==> src/rtl/core/pcsv_pkg.sv <==
// Shared types and constants of the PI controller with slew-limited valve.
package pcsv_pkg;

  // Width of levels, gains and other register fields.
  localparam int FieldWidth = 16;
  // The error is the difference of two unsigned fields and needs one more bit.
  localparam int ErrWidth   = FieldWidth + 1;
  // Fraction bits dropped after each gain product.
  localparam int FracShift  = 8;
  // Fraction bits dropped from the slew step product.
  localparam int SlewShift  = 9;
  // Full scale of a Q1.15 level.
  localparam logic [FieldWidth-1:0] FULL_SCALE = 16'd32768;

  // Configuration register indexes.
  localparam int CfgIdxWidth = 3;
  localparam logic [CfgIdxWidth-1:0] REG_SETPOINT  = 3'd0;
  localparam logic [CfgIdxWidth-1:0] REG_PROP_GAIN = 3'd1;
  localparam logic [CfgIdxWidth-1:0] REG_INT_GAIN  = 3'd2;
  localparam logic [CfgIdxWidth-1:0] REG_TIME_STEP = 3'd3;
  localparam logic [CfgIdxWidth-1:0] REG_SLEW_RATE = 3'd4;

  // Sequencer states.
  typedef enum logic [2:0] {
    ST_IDLE,
    ST_MUL_INC,
    ST_INTEG,
    ST_PROP,
    ST_DRIVE,
    ST_SLEW
  } state_t;

  // Operand pairs fed to the shared multiplier.
  typedef enum logic [1:0] {
    OP_ERR_TS,
    OP_ERR_KP,
    OP_INT_KI,
    OP_SLEW_TS
  } op_sel_t;

endpackage

==> src/rtl/core/pi_controller_slew_valve_top.sv <==
// Top level of the PI level controller with a slew-rate-limited valve.
// An accepted measurement steps through MUL_INC, INTEG, PROP, DRIVE and SLEW; SLEW
// loads its result into the output register. A new measurement is taken only in IDLE,
// after the last is through, as the single shared multiplier forms four products per
// tick (error*dt, kp*error, ki*integrator, slew*dt). A full output register stalls
// SLEW until the result is taken. Synchronous reset clears the integrator, the valve
// position and the control state and loads the register defaults.
module pi_controller_slew_valve_top #(
  parameter int INTEG_WIDTH = 32
) (
  input  logic                                 clk,
  input  logic                                 rst,
  input  logic                                 wr_en,
  input  logic [pcsv_pkg::CfgIdxWidth-1:0]     wr_index,
  input  logic [pcsv_pkg::FieldWidth-1:0]      wr_data,
  input  logic                                 in_valid,
  output logic                                 in_ready,
  input  logic [pcsv_pkg::FieldWidth-1:0]      measured_level,
  output logic                                 out_valid,
  input  logic                                 out_ready,
  output logic [pcsv_pkg::FieldWidth-1:0]      drive_command,
  output logic [pcsv_pkg::FieldWidth-1:0]      valve_position,
  output logic                                 integrator_saturated
);
  import pcsv_pkg::*;

  localparam int W  = INTEG_WIDTH;
  localparam int PW = W + ErrWidth;
  localparam int AW = PW + 1;
  localparam int SW = FieldWidth + SlewShift;

  localparam logic signed [PW-1:0] IMAX_EXT = {{(PW-W+1){1'b0}}, {(W-1){1'b1}}};
  localparam logic signed [PW-1:0] IMIN_EXT = {{(PW-W+1){1'b1}}, {(W-1){1'b0}}};

  // Configuration registers.
  logic [FieldWidth-1:0] setpoint, prop_gain, int_gain, time_step, slew_rate;

  // Sequencer and datapath registers.
  state_t state, state_next;
  op_sel_t op_sel;
  logic signed [ErrWidth-1:0] err;
  logic signed [W-1:0] integrator, integrator_next;
  logic sat, sat_next;
  logic signed [AW-1:0] acc;
  logic [FieldWidth-1:0] drive, drive_next;
  logic [FieldWidth-1:0] valve_pos, valve_pos_next;

  logic signed [W-1:0] mul_a;
  logic signed [ErrWidth-1:0] mul_b;
  logic signed [PW-1:0] prod;
  logic out_load;

  // Configuration writes; unknown indexes are ignored.
  always_ff @(posedge clk) begin
    if (rst) begin
      setpoint  <= 16'd0;
      prop_gain <= 16'd256;
      int_gain  <= 16'd0;
      time_step <= 16'd655;
      slew_rate <= 16'd256;
    end else if (wr_en) begin
      unique case (wr_index)
        REG_SETPOINT:  setpoint  <= wr_data;
        REG_PROP_GAIN: prop_gain <= wr_data;
        REG_INT_GAIN:  int_gain  <= wr_data;
        REG_TIME_STEP: time_step <= wr_data;
        REG_SLEW_RATE: slew_rate <= wr_data;
        default: ;
      endcase
    end
  end

  // Operand selection for the shared multiplier.
  always_comb begin
    case (op_sel)
      OP_ERR_TS: begin
        mul_a = {{(W-ErrWidth){err[ErrWidth-1]}}, err};
        mul_b = {1'b0, time_step};
      end
      OP_ERR_KP: begin
        mul_a = {{(W-ErrWidth){err[ErrWidth-1]}}, err};
        mul_b = {1'b0, prop_gain};
      end
      OP_INT_KI: begin
        mul_a = integrator;
        mul_b = {1'b0, int_gain};
      end
      default: begin
        mul_a = {{(W-FieldWidth){1'b0}}, slew_rate};
        mul_b = {1'b0, time_step};
      end
    endcase
  end

  pcsv_mul #(
    .A_WIDTH(W)
  ) u_mul (
    .clk  (clk),
    .a    (mul_a),
    .b    (mul_b),
    .prod (prod)
  );

  // Next state.
  always_comb begin
    state_next = state;
    unique case (state)
      ST_IDLE:    if (in_valid) state_next = ST_MUL_INC;
      ST_MUL_INC: state_next = ST_INTEG;
      ST_INTEG:   state_next = ST_PROP;
      ST_PROP:    state_next = ST_DRIVE;
      ST_DRIVE:   state_next = ST_SLEW;
      ST_SLEW:    if (!out_valid || out_ready) state_next = ST_IDLE;
      default:    state_next = ST_IDLE;
    endcase
  end

  // Sequencer outputs.
  always_comb begin
    in_ready = 1'b0;
    out_load = 1'b0;
    op_sel   = OP_SLEW_TS;
    unique case (state)
      ST_IDLE:    in_ready = 1'b1;
      ST_MUL_INC: op_sel = OP_ERR_TS;
      ST_INTEG:   op_sel = OP_ERR_KP;
      ST_PROP:    op_sel = OP_INT_KI;
      ST_DRIVE:   op_sel = OP_SLEW_TS;
      ST_SLEW:    out_load = !out_valid || out_ready;
      default:    ;
    endcase
  end

  // Integrator update with saturation, from the error*dt product.
  logic signed [PW-1:0] integ_sum;
  always_comb begin
    integ_sum = $signed({{ErrWidth{integrator[W-1]}}, integrator}) + (prod >>> FracShift);
    integrator_next = integ_sum[W-1:0];
    sat_next = 1'b0;
    if (integ_sum > IMAX_EXT) begin
      integrator_next = IMAX_EXT[W-1:0];
      sat_next = 1'b1;
    end else if (integ_sum < IMIN_EXT) begin
      integrator_next = IMIN_EXT[W-1:0];
      sat_next = 1'b1;
    end
  end

  // Drive: proportional term plus scaled integral term, then clamped to 0..1.
  logic signed [AW-1:0] drive_sum;
  logic signed [AW-1:0] drive_shr;
  always_comb begin
    drive_sum = acc + AW'(prod >>> FracShift);
    drive_shr = drive_sum >>> FracShift;
    if (drive_shr[AW-1]) begin
      drive_next = '0;
    end else if (drive_shr > $signed({{(AW-FieldWidth){1'b0}}, FULL_SCALE})) begin
      drive_next = FULL_SCALE;
    end else begin
      drive_next = drive_shr[FieldWidth-1:0];
    end
  end

  // Valve travel limited to the slew step for this tick.
  logic signed [SW+1:0] step_s;
  logic signed [SW+1:0] diff;
  logic signed [SW+1:0] delta;
  logic signed [SW+1:0] pos_sum;
  always_comb begin
    step_s = {{(SW+2-(2*FieldWidth-SlewShift)){1'b0}}, prod[2*FieldWidth-1:SlewShift]};
    diff = {{(SW-FieldWidth+2){1'b0}}, drive} - {{(SW-FieldWidth+2){1'b0}}, valve_pos};
    if (diff > step_s) begin
      delta = step_s;
    end else if (diff < -step_s) begin
      delta = -step_s;
    end else begin
      delta = diff;
    end
    pos_sum = {{(SW-FieldWidth+2){1'b0}}, valve_pos} + delta;
    valve_pos_next = pos_sum[FieldWidth-1:0];
  end

  // Datapath registers, loaded in the step that produces them.
  always_ff @(posedge clk) begin
    if (state == ST_IDLE && in_valid) begin
      err <= $signed({1'b0, setpoint}) - $signed({1'b0, measured_level});
    end
    if (state == ST_INTEG) begin
      sat <= sat_next;
    end
    if (state == ST_PROP) begin
      acc <= {prod[PW-1], prod};
    end
    if (state == ST_DRIVE) begin
      drive <= drive_next;
    end
    if (out_load) begin
      drive_command        <= drive;
      integrator_saturated <= sat;
    end
  end

  // Control state, the integrator and the valve position.
  always_ff @(posedge clk) begin
    if (rst) begin
      state      <= ST_IDLE;
      integrator <= '0;
      valve_pos  <= '0;
      out_valid  <= 1'b0;
    end else begin
      state <= state_next;
      if (state == ST_INTEG) begin
        integrator <= integrator_next;
      end
      if (out_load) begin
        valve_pos <= valve_pos_next;
        out_valid <= 1'b1;
      end else if (out_ready) begin
        out_valid <= 1'b0;
      end
    end
  end

  assign valve_position = valve_pos;

endmodule

==> src/rtl/core/pcsv_mul.sv <==
// Shared signed multiplier with a registered product.
module pcsv_mul #(
  parameter int A_WIDTH = 32
) (
  input  logic                                        clk,
  input  logic signed [A_WIDTH-1:0]                   a,
  input  logic signed [pcsv_pkg::ErrWidth-1:0]        b,
  output logic signed [A_WIDTH+pcsv_pkg::ErrWidth-1:0] prod
);
  import pcsv_pkg::*;

  // One product per cycle; the sequencer picks which cycles it uses.
  always_ff @(posedge clk) begin
    prod <= a * b;
  end

endmodule

==> config.mk <==
export PLATFORM = sky130hd
export DESIGN_NAME = pi_controller_slew_valve_top
export DESIGN_NICKNAME = d
export VERILOG_FILES = /design/src/rtl/core/pcsv_pkg.sv /design/src/rtl/core/pi_controller_slew_valve_top.sv /design/src/rtl/core/pcsv_mul.sv
export SDC_FILE = /design/constraint.sdc
export NUM_CORES = 2
export LEC_CHECK = 0
export ABC_AREA = 1
export BUFFER_PORTS_ARGS = -buffer_cell sky130_fd_sc_hd__buf_2
export CELL_PAD_IN_SITES_DETAIL_PLACEMENT = 1
export CELL_PAD_IN_SITES_GLOBAL_PLACEMENT = 2
export CORE_MARGIN = 2
export CORE_UTILIZATION = 35
export CTS_CLUSTER_DIAMETER = 150
export DETAILED_ROUTE_END_ITERATION = 10
export PLACE_DENSITY = 0.87
export SLEW_MARGIN = 20
export SYNTH_ARGS = -nofsm -noshare
export SYNTH_HDL_FRONTEND = slang
export SYNTH_SLANG_ARGS = --single-unit
==> constraint.sdc <==
create_clock -name clk -period 11.1 [get_ports clk]
set_input_delay 2.22 -clock clk [delete_from_list [all_inputs] [get_ports clk]]
set_output_delay 2.22 -clock clk [all_outputs]
set_load 0.01 [all_outputs]
==> results.md <==
- Outcome: completed
- Final Hold Viols: 0
- Setup crit start kind: flip-flop
- WP data arrival: 9.85 ns
- CP max stage delay: 0.83 ns
- I/O Buffers: 74
- Remaining DRCs: 0
- Clk buf depth: 3
- CTS tree: done
- Syn avg cell area: 7.28 um2
- Initial antenna violation count: 0
- Vias in the first global route: 37,500
- Share of layout cells above drive strength 1: under 10%
- Die area: 113,000 um2
- R2r setup slk: ~1.7 ns
- CP endpoint kind: flip-flop
- Vias per inst: 5.01
- Hold Crit Start: u_mul.prod[7]$_DFF_P_
- GR Overflow Total: 0
- Max cap viols: 0
- Worst-path fanout max: 51
- RSZ-0062 raised after global routing: false
- Width of the die: 337 um
- Worst hold path type: reg2reg
- Site Rows: 122
- Final HPWL from detailed placement: 112,000 um
- Yosys cell types: 50
- DRT antenna net count: 0
- Post-layout min period: approximately 9.4 ns
- Synth Net Count: 6,166
- Post-CTS setup buffer count: 0
- Mapped Cells: 5,328
- Worst-Skew Late Latency: 0.57 ns
- Layout Nets: around 6,200
- WHS Path Cells: 0
- Ys async rst share: 0%
- Filler cell count: approximately 14,000
- Setup CP Type: reg2reg
- End-of-flow core utilization: between 30% and 40%
- Vias: 34,600
- Slew @ Worst Pin: 0.979 ns
- Antenna cells: 0
- H-tree depth: 2
- First-pass GRT wire length: 211,000 um
- Sink Count: 281
- Gr usage total: 24.0%
- Layout area overhead: 8.66%
- DR iter-0 viols: 1,758
- Tcrit/Tclk final: 84.6%
- FF+latch count, synth: 281
- Max_slew headroom: 34.5%
- Post-Syn Area: between 30,000 and 40,000 um2
- R2R depth: 29
- Worst Skew: 0.0319 ns
- Sequential area share after synthesis: around 17%
- Ys Warns: 0
- Drt first pass iters: 5
- Slowest-stage cell, CP: ha_1
- GPL Wtd Cong: ~0.9
- Reg-to-Reg End: u_mul.prod[35]$_DFF_P_
- Worst-path clk slew: 0.06 ns
- Ys flop type: dfxtp_1
- Final setup fails: 0
- Average routed wire per standard cell: 19.4 um
- CTS buffer count: 34
- Max Slew Vio Count: 0
- Hold worst-path end: acc[7]$_DFFE_PP_
- CTS root buf: clkbuf_16
- WL final: 134,000 um
- CTS resizes: 0
- DIE HEIGHT: approximately 340 um
- Worst Setup SP: state[0]$_SDFFE_PP0P_
- Fmax: 0.107 GHz
- Setup TNS: 0 ns
- Initial cell density of the core: a little over a third
- Largest net degree at the start of global routing: 78
- Ports: 75
- Core region area: 110,000 um2
- EDFF count, synth: 100
- Crit path required time: 11.56 ns
- Worst r2r src: state[0]$_SDFFE_PP0P_
- CTS Hold Buffers Added: 0
[critical path: cells and delay by family, from the launching register on]
kind	cells	cell delay, ns
AND/OR/NAND/NOR	10	1.46
XOR/XNOR	1	0.16
AO/OA/AOI/OAI	4	1.63
adder cells (fa/ha/maj)	8	4.26
buffers and inverters	6	1.36
flip-flops	1	0.37
[per-layer routing]
layer	global-route usage, %	routed length (um)
met1	31.7	60400
met2	41.3	63800
met3	2.73	5850
met4	6.57	3720
met5	0	0
[stage by stage]
step | instance area (um2) | setup WS, ns | hold slack, ns | std cells
CTS | 42100 | 1.75 | 0.405 | 6892
global placement | 41000 | 2.03 | 0.388 | 6832
global route | 42100 | 0.994 | 0.411 | 6892
detailed placement | 41000 | 1.81 | 0.395 | 6832
floorplan | 38800 | 1.59 | 0.386 | 5328
finish | 42100 | 1.71 | 0.407 | 6892
[Yosys cell counts (5+ instances only)]
cell / n / share of area [%]
nand2_1: 1231 / 12
inv_1: 1153 / 11
nor2_1: 649 / 6.3
fa_1: 493 / 25
ha_1: 305 / 9.8
a21oi_1: 266 / 3.4
o21ai_0: 243 / 3.1
dfxtp_1: 181 / 9.3
nand3_1: 147 / 1.9
xor2_1: 104 / 2.3
clkbuf_1: 103 / 1.0
edfxtp_1: 100 / 7.7
nand4_1: 48 / 0.77
xnor2_1: 41 / 0.93
nor3_1: 33 / 0.43
nor2_2: 25 / 0.40
a31oi_1: 19 / 0.31
o211ai_1: 19 / 0.37
a22o_1: 17 / 0.38
a221o_1: 16 / 0.41
o21ai_1: 15 / 0.19
clkinv_1: 11 / 0.11
o21a_1: 11 / 0.21
a21oi_2: 10 / 0.23
o21bai_1: 9 / 0.17
a21o_1: 8 / 0.15
nor4_1: 8 / 0.13
buf_6: 7 / 0.20
inv_2: 7 / 0.068
nand3b_1: 7 / 0.14
nor3_2: 5 / 0.13
[kinds of logic after synthesis]
group | Yosys count | share of synthesized area (%)
and+or+nand+nor | 2166 | 22.3
buffers and inverters | 1285 | 12.6
adders and majority gates | 798 | 35.3
AOI/OAI and AO/OA | 653 | 9.45
DFF | 281 | 17.1
xor gates and xnor gates | 145 | 3.27
[layout by cell type, fill, tap and decap left out, types with 6 or more instances in the layout]
master	n
nand2_1	1231
inv_1	1152
nor2_1	648
fa_1	493
ha_1	305
a21oi_1	266
o21ai_0	234
dfxtp_1	181
nand3_1	146
xor2_1	104
edfxtp_1	100
buf_2	74
buf_4	56
nand4_1	48
xnor2_1	41
clkbuf_16	35
nor3_1	30
nor2_2	26
o211ai_1	19
a31oi_1	19
o21ai_1	18
a22o_1	17
a221o_1	16
clkinv_1	12
o21a_1	11
a21oi_2	10
o21bai_1	9
inv_2	8
a21o_1	8
nor4_1	8
nor3_2	7
nand3b_1	7
clkbuf_1	7
o21ai_2	6
[flip-flops by register name, indices dropped and copies added (netlist names), 17 cells and up]
| name | cells |
|---|---|
| acc | 49 |
| u_mul.prod | 49 |
| err | 17 |
| integrator | 32 |
[how the worst max path moves through the flow]
stage | to | slack (ns) | depth (start not counted)
finish | u_mul.prod[35]$_DFF_P_ | 1.71 | 29
detailed placement | u_mul.prod[35]$_DFF_P_ | 1.81 | 29
CTS | u_mul.prod[35]$_DFF_P_ | 1.75 | 29
floorplan | u_mul.prod[48]$_DFF_P_ | 1.59 | 29
global placement | u_mul.prod[48]$_DFF_P_ | 2.03 | 29
global route | u_mul.prod[35]$_DFF_P_ | 0.99 | 29
[final cells by class]
cell class	count	area [um2]	area share, %
clock buffers	46	957	2.27
clock inverters	14	180	0.428
inverters	1171	4400	10.4
multi-input cells	3762	27300	64.8
flip-flops and latches	281	6630	15.7
well taps	1488	1860	4.42
repair buffers	130	791	1.88
Power is not shown: default switching activity piles up to over one toggle a cycle in this logic, so the estimate is an artifact.
